$ cat src/hw/rtl/ssfr_pkg.sv
// Shared constants and control types for the start/stop frame receiver.
package ssfr_pkg;

  localparam int DATA_W           = 8;
  localparam int POS_W            = 6;
  localparam int LEN_W            = 7;
  localparam int CFG_IDX_W        = 2;
  localparam int DEF_BUFFER_DEPTH = 64;

  localparam logic [DATA_W-1:0] START_DELIM_RST = 8'd2;
  localparam logic [DATA_W-1:0] STOP_DELIM_RST  = 8'd3;

  localparam logic [CFG_IDX_W-1:0] REG_START_DELIM = 2'd0;
  localparam logic [CFG_IDX_W-1:0] REG_STOP_DELIM  = 2'd1;

  typedef struct packed {
    logic cmd_cap;
    logic wr_en;
    logic ovf_set;
    logic rd_first;
    logic rd_en;
    logic idx_inc;
    logic load_data;
    logic load_empty;
    logic clear_frame;
  } ssfr_cmd_t;

  typedef struct packed {
    logic rx_is_start;
    logic rx_is_stop;
    logic buf_full;
    logic count_zero;
    logic is_last;
    logic out_free;
  } ssfr_status_t;

endpackage

$ cat src/hw/rtl/ssfr_ctrl.sv
// Controller state machine for the start/stop frame receiver.
module ssfr_ctrl (
  input  logic                  clk_i,
  input  logic                  rst_ni,
  input  logic                  in_valid_i,
  output logic                  in_stall_o,
  input  ssfr_pkg::ssfr_status_t sts_i,
  output ssfr_pkg::ssfr_cmd_t    cmd_o
);
  import ssfr_pkg::*;

  localparam logic [2:0] S_IDLE  = 3'd0;
  localparam logic [2:0] S_CMD   = 3'd1;
  localparam logic [2:0] S_DATA  = 3'd2;
  localparam logic [2:0] S_RD    = 3'd3;
  localparam logic [2:0] S_LD    = 3'd4;
  localparam logic [2:0] S_EMPTY = 3'd5;

  logic [2:0] state_q, state_d;
  logic       in_fire;

  assign in_stall_o = (state_q inside {S_RD, S_LD, S_EMPTY});
  assign in_fire    = in_valid_i && !in_stall_o;

  always_comb begin
    state_d = state_q;
    cmd_o   = '0;
    case (state_q)
      S_IDLE: begin
        if (in_fire && sts_i.rx_is_start) begin
          state_d = S_CMD;
        end
      end
      S_CMD: begin
        if (in_fire) begin
          cmd_o.cmd_cap = 1'b1;
          state_d       = S_DATA;
        end
      end
      S_DATA: begin
        if (in_fire) begin
          if (sts_i.rx_is_stop) begin
            cmd_o.rd_first = 1'b1;
            state_d        = sts_i.count_zero ? S_EMPTY : S_RD;
          end else if (!sts_i.buf_full) begin
            cmd_o.wr_en = 1'b1;
          end else begin
            cmd_o.ovf_set = 1'b1;
          end
        end
      end
      S_RD: begin
        cmd_o.rd_en = 1'b1;
        state_d     = S_LD;
      end
      S_LD: begin
        if (sts_i.out_free) begin
          cmd_o.load_data = 1'b1;
          if (sts_i.is_last) begin
            cmd_o.clear_frame = 1'b1;
            state_d           = S_IDLE;
          end else begin
            cmd_o.idx_inc = 1'b1;
            state_d       = S_RD;
          end
        end
      end
      S_EMPTY: begin
        if (sts_i.out_free) begin
          cmd_o.load_empty  = 1'b1;
          cmd_o.clear_frame = 1'b1;
          state_d           = S_IDLE;
        end
      end
      default: begin
        state_d = S_IDLE;
      end
    endcase
  end

  always_ff @(posedge clk_i or negedge rst_ni) begin
    if (!rst_ni) begin
      state_q <= S_IDLE;
    end else begin
      state_q <= state_d;
    end
  end

endmodule

$ cat src/hw/rtl/ssfr_datapath.sv
// Datapath: delimiter registers, payload buffer, frame counters and result register.
module ssfr_datapath #(
  parameter int BUFFER_DEPTH = ssfr_pkg::DEF_BUFFER_DEPTH
) (
  input  logic                           clk_i,
  input  logic                           rst_ni,
  input  logic                           cfg_valid_i,
  output logic                           cfg_ready_o,
  input  logic [ssfr_pkg::CFG_IDX_W-1:0] cfg_index_i,
  input  logic [ssfr_pkg::DATA_W-1:0]    cfg_data_i,
  input  logic [ssfr_pkg::DATA_W-1:0]    rx_byte_i,
  input  logic                           out_stall_i,
  output logic                           out_valid_o,
  output logic [ssfr_pkg::DATA_W-1:0]    frame_command_o,
  output logic [ssfr_pkg::DATA_W-1:0]    payload_byte_o,
  output logic [ssfr_pkg::POS_W-1:0]     byte_position_o,
  output logic [ssfr_pkg::LEN_W-1:0]     frame_length_o,
  output logic                           empty_frame_o,
  output logic                           overflowed_o,
  output logic                           last_of_frame_o,
  input  ssfr_pkg::ssfr_cmd_t            cmd_i,
  output ssfr_pkg::ssfr_status_t         sts_o
);
  import ssfr_pkg::*;

  localparam int AW = (BUFFER_DEPTH > 1) ? $clog2(BUFFER_DEPTH) : 1;

  logic [DATA_W-1:0] mem_q [BUFFER_DEPTH];
  logic [DATA_W-1:0] rdata_q;
  logic [DATA_W-1:0] start_q, stop_q, cmd_q;
  logic [LEN_W-1:0]  fill_q;
  logic              ovf_q;
  logic [AW-1:0]     idx_q;
  logic [LEN_W-1:0]  idx_next;

  logic              out_valid_q;
  logic [DATA_W-1:0] out_cmd_q, out_byte_q;
  logic [POS_W-1:0]  out_pos_q;
  logic [LEN_W-1:0]  out_len_q;
  logic              out_empty_q, out_ovf_q, out_last_q;

  assign cfg_ready_o = 1'b1;
  assign idx_next    = LEN_W'(idx_q) + LEN_W'(1);

  assign sts_o.rx_is_start = (rx_byte_i == start_q);
  assign sts_o.rx_is_stop  = (rx_byte_i == stop_q);
  assign sts_o.buf_full    = (fill_q == LEN_W'(BUFFER_DEPTH));
  assign sts_o.count_zero  = (fill_q == '0);
  assign sts_o.is_last     = (idx_next == fill_q);
  assign sts_o.out_free    = !out_valid_q || !out_stall_i;

  always_ff @(posedge clk_i or negedge rst_ni) begin
    if (!rst_ni) begin
      start_q <= START_DELIM_RST;
      stop_q  <= STOP_DELIM_RST;
    end else if (cfg_valid_i && cfg_ready_o) begin
      case (cfg_index_i)
        REG_START_DELIM: start_q <= cfg_data_i;
        REG_STOP_DELIM:  stop_q  <= cfg_data_i;
        default: ;
      endcase
    end
  end

  always_ff @(posedge clk_i or negedge rst_ni) begin
    if (!rst_ni) begin
      cmd_q  <= '0;
      fill_q <= '0;
      ovf_q  <= 1'b0;
      idx_q  <= '0;
    end else begin
      if (cmd_i.cmd_cap) begin
        cmd_q <= rx_byte_i;
      end
      if (cmd_i.wr_en) begin
        fill_q <= fill_q + LEN_W'(1);
      end
      if (cmd_i.ovf_set) begin
        ovf_q <= 1'b1;
      end
      if (cmd_i.rd_first) begin
        idx_q <= '0;
      end else if (cmd_i.idx_inc) begin
        idx_q <= idx_q + AW'(1);
      end
      if (cmd_i.clear_frame) begin
        fill_q <= '0;
        ovf_q  <= 1'b0;
      end
    end
  end

  // payload buffer: one write port, one registered read port
  always_ff @(posedge clk_i) begin
    if (cmd_i.wr_en) begin
      mem_q[fill_q[AW-1:0]] <= rx_byte_i;
    end
    if (cmd_i.rd_en) begin
      rdata_q <= mem_q[idx_q];
    end
  end

  always_ff @(posedge clk_i or negedge rst_ni) begin
    if (!rst_ni) begin
      out_valid_q <= 1'b0;
    end else if (cmd_i.load_data || cmd_i.load_empty) begin
      out_valid_q <= 1'b1;
    end else if (!out_stall_i) begin
      out_valid_q <= 1'b0;
    end
  end

  always_ff @(posedge clk_i) begin
    if (cmd_i.load_data || cmd_i.load_empty) begin
      out_cmd_q   <= cmd_q;
      out_byte_q  <= cmd_i.load_data ? rdata_q : '0;
      out_pos_q   <= cmd_i.load_data ? POS_W'(idx_q) : '0;
      out_len_q   <= fill_q;
      out_empty_q <= cmd_i.load_empty;
      out_ovf_q   <= ovf_q;
      out_last_q  <= cmd_i.load_empty || sts_o.is_last;
    end
  end

  assign out_valid_o     = out_valid_q;
  assign frame_command_o = out_cmd_q;
  assign payload_byte_o  = out_byte_q;
  assign byte_position_o = out_pos_q;
  assign frame_length_o  = out_len_q;
  assign empty_frame_o   = out_empty_q;
  assign overflowed_o    = out_ovf_q;
  assign last_of_frame_o = out_last_q;

endmodule

$ cat src/hw/rtl/start_stop_frame_receiver_unit.sv
// Top level of the start/stop delimited frame receiver.
//
//  channel  direction  handshake               payload
//  rx       in         in_valid_i / in_stall_o  rx_byte_i
//  result   out        out_valid_o / out_stall_i frame_command_o .. last_of_frame_o
//  config   in         cfg_valid_i / cfg_ready_o cfg_index_i, cfg_data_i
//
// A received byte is accepted whenever no frame is being replayed; rx stalls
// during replay. A stop byte replays the frame one result at a time (buffer
// read, then result register load); an empty frame gives one empty result.
// The result register holds while out_stall_i is high; rx bytes are still
// taken while the final result of a frame waits.
// Reset restores delimiters to 2 and 3 and returns to idle.
module start_stop_frame_receiver_unit #(
  parameter int BUFFER_DEPTH = ssfr_pkg::DEF_BUFFER_DEPTH
) (
  input  logic                           clk_i,
  input  logic                           rst_ni,
  input  logic                           cfg_valid_i,
  output logic                           cfg_ready_o,
  input  logic [ssfr_pkg::CFG_IDX_W-1:0] cfg_index_i,
  input  logic [ssfr_pkg::DATA_W-1:0]    cfg_data_i,
  input  logic                           in_valid_i,
  output logic                           in_stall_o,
  input  logic [ssfr_pkg::DATA_W-1:0]    rx_byte_i,
  output logic                           out_valid_o,
  input  logic                           out_stall_i,
  output logic [ssfr_pkg::DATA_W-1:0]    frame_command_o,
  output logic [ssfr_pkg::DATA_W-1:0]    payload_byte_o,
  output logic [ssfr_pkg::POS_W-1:0]     byte_position_o,
  output logic [ssfr_pkg::LEN_W-1:0]     frame_length_o,
  output logic                           empty_frame_o,
  output logic                           overflowed_o,
  output logic                           last_of_frame_o
);
  import ssfr_pkg::*;

  ssfr_cmd_t    cmd;
  ssfr_status_t sts;

  ssfr_ctrl u_ctrl (
    .clk_i      (clk_i),
    .rst_ni     (rst_ni),
    .in_valid_i (in_valid_i),
    .in_stall_o (in_stall_o),
    .sts_i      (sts),
    .cmd_o      (cmd)
  );

  ssfr_datapath #(
    .BUFFER_DEPTH (BUFFER_DEPTH)
  ) u_dp (
    .clk_i           (clk_i),
    .rst_ni          (rst_ni),
    .cfg_valid_i     (cfg_valid_i),
    .cfg_ready_o     (cfg_ready_o),
    .cfg_index_i     (cfg_index_i),
    .cfg_data_i      (cfg_data_i),
    .rx_byte_i       (rx_byte_i),
    .out_stall_i     (out_stall_i),
    .out_valid_o     (out_valid_o),
    .frame_command_o (frame_command_o),
    .payload_byte_o  (payload_byte_o),
    .byte_position_o (byte_position_o),
    .frame_length_o  (frame_length_o),
    .empty_frame_o   (empty_frame_o),
    .overflowed_o    (overflowed_o),
    .last_of_frame_o (last_of_frame_o),
    .cmd_i           (cmd),
    .sts_o           (sts)
  );

endmodule

$ cat config.mk
export PLATFORM = sky130hd
export DESIGN_NAME = start_stop_frame_receiver_unit
export DESIGN_NICKNAME = d
export VERILOG_FILES = /design/src/hw/rtl/ssfr_pkg.sv /design/src/hw/rtl/ssfr_ctrl.sv /design/src/hw/rtl/ssfr_datapath.sv /design/src/hw/rtl/start_stop_frame_receiver_unit.sv
export SDC_FILE = /design/constraint.sdc
export NUM_CORES = 1
export LEC_CHECK = 0
export BUFFER_PORTS_ARGS = -buffer_cell sky130_fd_sc_hd__buf_2
export CORE_MARGIN = 4
export CORE_UTILIZATION = 30
export DETAILED_ROUTE_END_ITERATION = 6
export PLACE_DENSITY = 0.4
export SLEW_MARGIN = 20
export SYNTH_ARGS = -nofsm -noshare
export SYNTH_HDL_FRONTEND = slang
export SYNTH_HIERARCHICAL = 1
export SYNTH_SLANG_ARGS = --single-unit
$ cat constraint.sdc
create_clock -name clk_i -period 4.6 [get_ports clk_i]
set_input_delay 0.92 -clock clk_i [delete_from_list [all_inputs] [get_ports clk_i]]
set_output_delay 0.92 -clock clk_i [all_outputs]
set_load 0.01 [all_outputs]
Word level (Yosys, flattened, before mapping) --
Memories as Yosys holds them, arrays and structs flattened. A register that Yosys moved wholly into a read port is not among the register bits. Index checks and enable logic that the tools add are counted.
Cells by class: $add $sub $neg 3, equal/unequal tests 17, multiplexer cells 36, reductions and logical operators 18
Operator list (count):
- 3-bit two-way mux | 9
- 3-bit one-hot mux with 6 select lines | 1
- 8-bit equality test | 2
- 1-bit two-way mux | 16
- 7-bit two-way mux | 2
- 6-bit two-way mux | 2
- 2-bit two-way mux | 5
- 2-bit by 1-bit != test with 1-bit output, second input constant | 4
- 6-bit by 1-bit adder with 7-bit output, second input constant | 1
- 7-bit by 1-bit adder with 7-bit output, second input constant | 1
- 7-bit equality test | 1
- 7-bit equality test, second input constant | 1
- 7-bit logical NOT | 1
- 6-bit by 1-bit adder with 6-bit output, second input constant | 1
- 3-bit by 2-bit equality test with 1-bit output, second input constant | 2
- 3-bit equality test, second input constant | 2
- 2-bit != test, second input constant | 3
- 6-bit AND reduction | 1
- 2-bit nonzero test | 3
- 2-bit AND reduction | 2
- 3-bit by 1-bit equality test with 1-bit output, second input constant | 1
- 1-bit logical NOT | 3
- 3-bit logical NOT | 1
- 1-bit logical OR | 3
- other kinds (5) | 6
Word-level totals: register bits 74, memory bits (writable) 512, bits of input ports 23, output and inout port bits 35, word-level logic and storage cells 90, memories kept 1
Memory list:
- u_dp.mem_q | words 64, width 8, read ports 1, clocked after memory_dff 1, write ports 1, RTL line ssfr_datapath.sv:28 | logic [DATA_W-1:0] mem_q [BUFFER_DEPTH];

Longest topological paths before layout --
word-level depth 8, depth in mapped cells 13, depth with buffers taken out 10

Cells and area by module --
Netlist, hierarchy kept.
By module, submodules not included:
- ssfr_datapath | times used 1, cells an instance 1148, area an instance 23252.3 µm², sequential area each 17555.6 µm²
- ssfr_ctrl | times used 1, cells an instance 38, area an instance 312.8 µm², sequential area each 75.1 µm²

Least setup slack after synthesis --
OpenSTA, ideal clock, no wires.
path type in2reg, start point input port rx_byte_i[1] in the netlist's numbering, end point memory u_dp.mem_q[47][0] (enable), setup time 0.383 ns, arrival time 3.150 ns, required time 4.217 ns, setup slack 1.067 ns, cell stages on the path 8, path buffers 1, cells stage by stage xnor2_1 nand4_1 nor2_1 nor4_1 and2_1 clkbuf_1 nand3_1 nor3_1
RTL lines:
- start: declaration | RTL line start_stop_frame_receiver_unit.sv:25 | input logic [ssfr_pkg::DATA_W-1:0] rx_byte_i,
- end: declaration | RTL line ssfr_datapath.sv:28

==> impl_metrics.tcl <==
set metrics [dict create \
    final_nets 1348 \
    start_kind "primary input" \
    synth_edf_count 552 \
    hp-class "primary input to asynchronous set/reset pin" \
    synth_nets 1212 \
    grt_first_pass_wirelength_mm 92.7 \
    area_growth_pct 16.4 \
    fin_crit_sh 0.765 \
    synthSimpleGateAreaFrac 0.0446 \
    setup_viol 0 \
    cp.arrival_ns 3.73 \
    clock_skew_ns 0.0172 \
    coreArea_um2 77600 \
    post-route-min-period_ns 3.52 \
    grt_pass1_vias 12230 \
    cap_violations 0 \
    antenna_found_initial 3 \
    wl_mm 64.7 \
    rsz0062_at_grt "false" \
    ant_nets 0 \
    final_cells 2413 \
    yosysWarnings 6 \
    grt_use_total 0.157 \
    start_util 0.304 \
    cts_setup_buffers 0 \
    dr.pass1.iters 5 \
    insertion_delay_ns 0.59 \
    endpoint_kind "flip-flop" \
    powerDensity_nw_per_um2 563 \
    r2r_cells 8 \
    cts-htree-levels 3 \
    fin_area_um2 27400 \
    worst-path-max-fanout 13 \
    postSynthAreaPerCell_um2 19.9 \
    num_io_pins 58 \
    grt_max_degree 67 \
    utilization 0.354 \
    synth_top_family_by_area "multiplexers" \
    rrSetupSlack_ns 1.08 \
    slew_violations 0 \
    drc 0 \
    synthXorXnorAreaFrac 0.0115 \
    async_flop_share 0.0707 \
    outcome "finished, final reports clean" \
    synth_compound_area_frac 0.0184 \
    std_cell_rows 102 \
    clock_sinks 594 \
    clockRootBuffer "clkbuf_16" \
    fin_setup_tns_ns 0 \
    path_clk_slew_ns 0.06 \
    chipWidth_um 288 \
    dieArea_um2 83100 \
    r2r-end "u_dp/mem_q[38][7]" \
    slew_headroom 0.392 \
    die_height_um 288 \
    hold_buffers 0 \
    ctsResizeCount 0 \
    p_leak_nw 8.81 \
    ir_drop_v 0.000230 \
    drive_gt1_frac 0.287 \
    netlist_area_um2 23600 \
    drt_iter0_drc 958 \
    tightest_slew_ns 0.912 \
    dp.final_hpwl_mm 41.6 \
    cts_buffers 68 \
    dpl.cell_count 2292 \
    synth_mux_area_frac 0.158 \
    pre_cts_ws_ns 0.402 \
    gp_congestion 0.755 \
    ys.flop_type "edfxtp_1" \
    fmax_mhz 284 \
    cts_tree "done" \
    worst_slack_ns 1.08 \
    netlist_instances 1186 \
    synthAdderAreaFrac 0.00159 \
    required_ns 4.81 \
    ys_seq_area_frac 0.748 \
    cts_buffer_depth 3 \
    ys_ff_latch 594 \
    critical_path_class "primary input to flip-flop" \
    layout.cells.most_common "edfxtp_1" \
    placed_cell_area_um2 25400 \
    wl_per_cell_um 26.8 \
    port_buffers 56 \
    overflow 0 \
    avgViaCountPerCell 4.83 \
    yosysUniqueCellTypes 59 \
    r2r-start "u_dp/fill_q[0]" \
    num_vias 11662 \
    hold_violations 0 \
    layout_common_cells "552 x edfxtp_1, 128 x mux4_2, 95 x nor2_1" \
]
-- through the flow --
| step | power (mW) | hold slack, ns |
|---|---|---|
| after floorplan | 9.12 | 0.421 |
| after global placement | 10.6 | 0.432 |
| after detailed placement | 10.6 | 0.438 |
| after CTS | 15.7 | 0.452 |
| after global routing | 16.2 | 0.332 |
| final | 15.4 | 0.315 |
-- worst max-delay path: stages --
cell and delay, ns:
buf_2 0.29, xnor2_1 0.13, nand4_1 0.13, nor2_1 0.07, nor4_1 0.39, nor2b_1 0.43, nand3_1 0.57, nor2_1 0.77
-- registers in the layout (all words and copies together), names as in the netlist, 6 cells and up --
signal	cells
u_dp/idx_q	6
u_dp/byte_position_o	6
u_dp/payload_byte_o	8
u_dp/rdata_q	8
u_dp/start_q	8
u_dp/frame_length_o	7
u_dp/mem_q	512
u_dp/frame_command_o	8
u_dp/fill_q	7
u_dp/cmd_q	8
u_dp/stop_q	8
-- cell type report --
| type | count | area (um^2) |
|---|---|---|
| multi-input cells | 520 | 5530 |
| diodes | 2 | 5.00 |
| clock buffers | 89 | 1860 |
| repair buffers | 130 | 863 |
| clock inverters | 30 | 203 |
| well taps | 1040 | 1300 |
| inverters | 8 | 30.0 |
| flip-flops and latches | 594 | 17600 |
| fillers | 7316 | 50200 |
-- cells by family (layout without fill, tap and decap cells) --
kind of cell,count (synthesis),after routing
adders and majority gates,3,3
and+or+nand+nor,220,220
other,1,3
AOI/OAI and AO/OA,63,63
xor gates and xnor gates,31,31
muxes,202,202
buffers and inverters,72,257
DFF,594,594
-- Yosys cell counts, types with 10 or more instances --
library cell / count / area share
edfxtp_1: 552 / 0.70
and2_1: 15 / 0.0040
buf_2: 12 / 0.0025
buf_4: 10 / 0.0032
nor2_1: 95 / 0.015
dfrtp_1: 39 / 0.041
nand2_1: 38 / 0.0061
o21ai_0: 10 / 0.0021
xnor2_1: 25 / 0.0093
a21oi_1: 15 / 0.0032
mux2_2: 30 / 0.014
nand2b_1: 13 / 0.0035
mux4_2: 128 / 0.12
clkbuf_1: 24 / 0.0038
mux2i_1: 39 / 0.017
-- where the power goes --
group          switching, mW  internal (mW)  total (mW)
Sequential             0.337           6.21        6.54
Combinational           2.10           1.72        3.82
Clock                   2.13           2.96        5.09
-- routing by layer --
layer	track usage	vias up	wire length, um
li1	-	5067	-
met1	0.224	6212	29900
met2	0.244	297	29900
met3	0.0326	84	3280
met4	0.0473	2	1490
met5	0	-	13
-- worst max-delay path by stage --
| stage | startpoint | endpoint | slack (ns) | cells past startpoint |
|---|---|---|---|---|
| after floorplan | rx_byte_i[1] | u_dp/mem_q[47][0] | 1.07 | 8 |
| after global placement | rx_byte_i[0] | u_dp/mem_q[6][6] | 0.49 | 8 |
| after detailed placement | rx_byte_i[0] | u_dp/mem_q[38][1] | 0.40 | 8 |
| after CTS | u_dp/fill_q[0] | u_dp/mem_q[38][4] | 1.02 | 8 |
| after global routing | u_dp/idx_q[1] | u_dp/idx_q[5] | 0.84 | 10 |
| final | rx_byte_i[0] | u_dp/mem_q[38][7] | 1.08 | 8 |
Power figures use the tool's default switching activity.
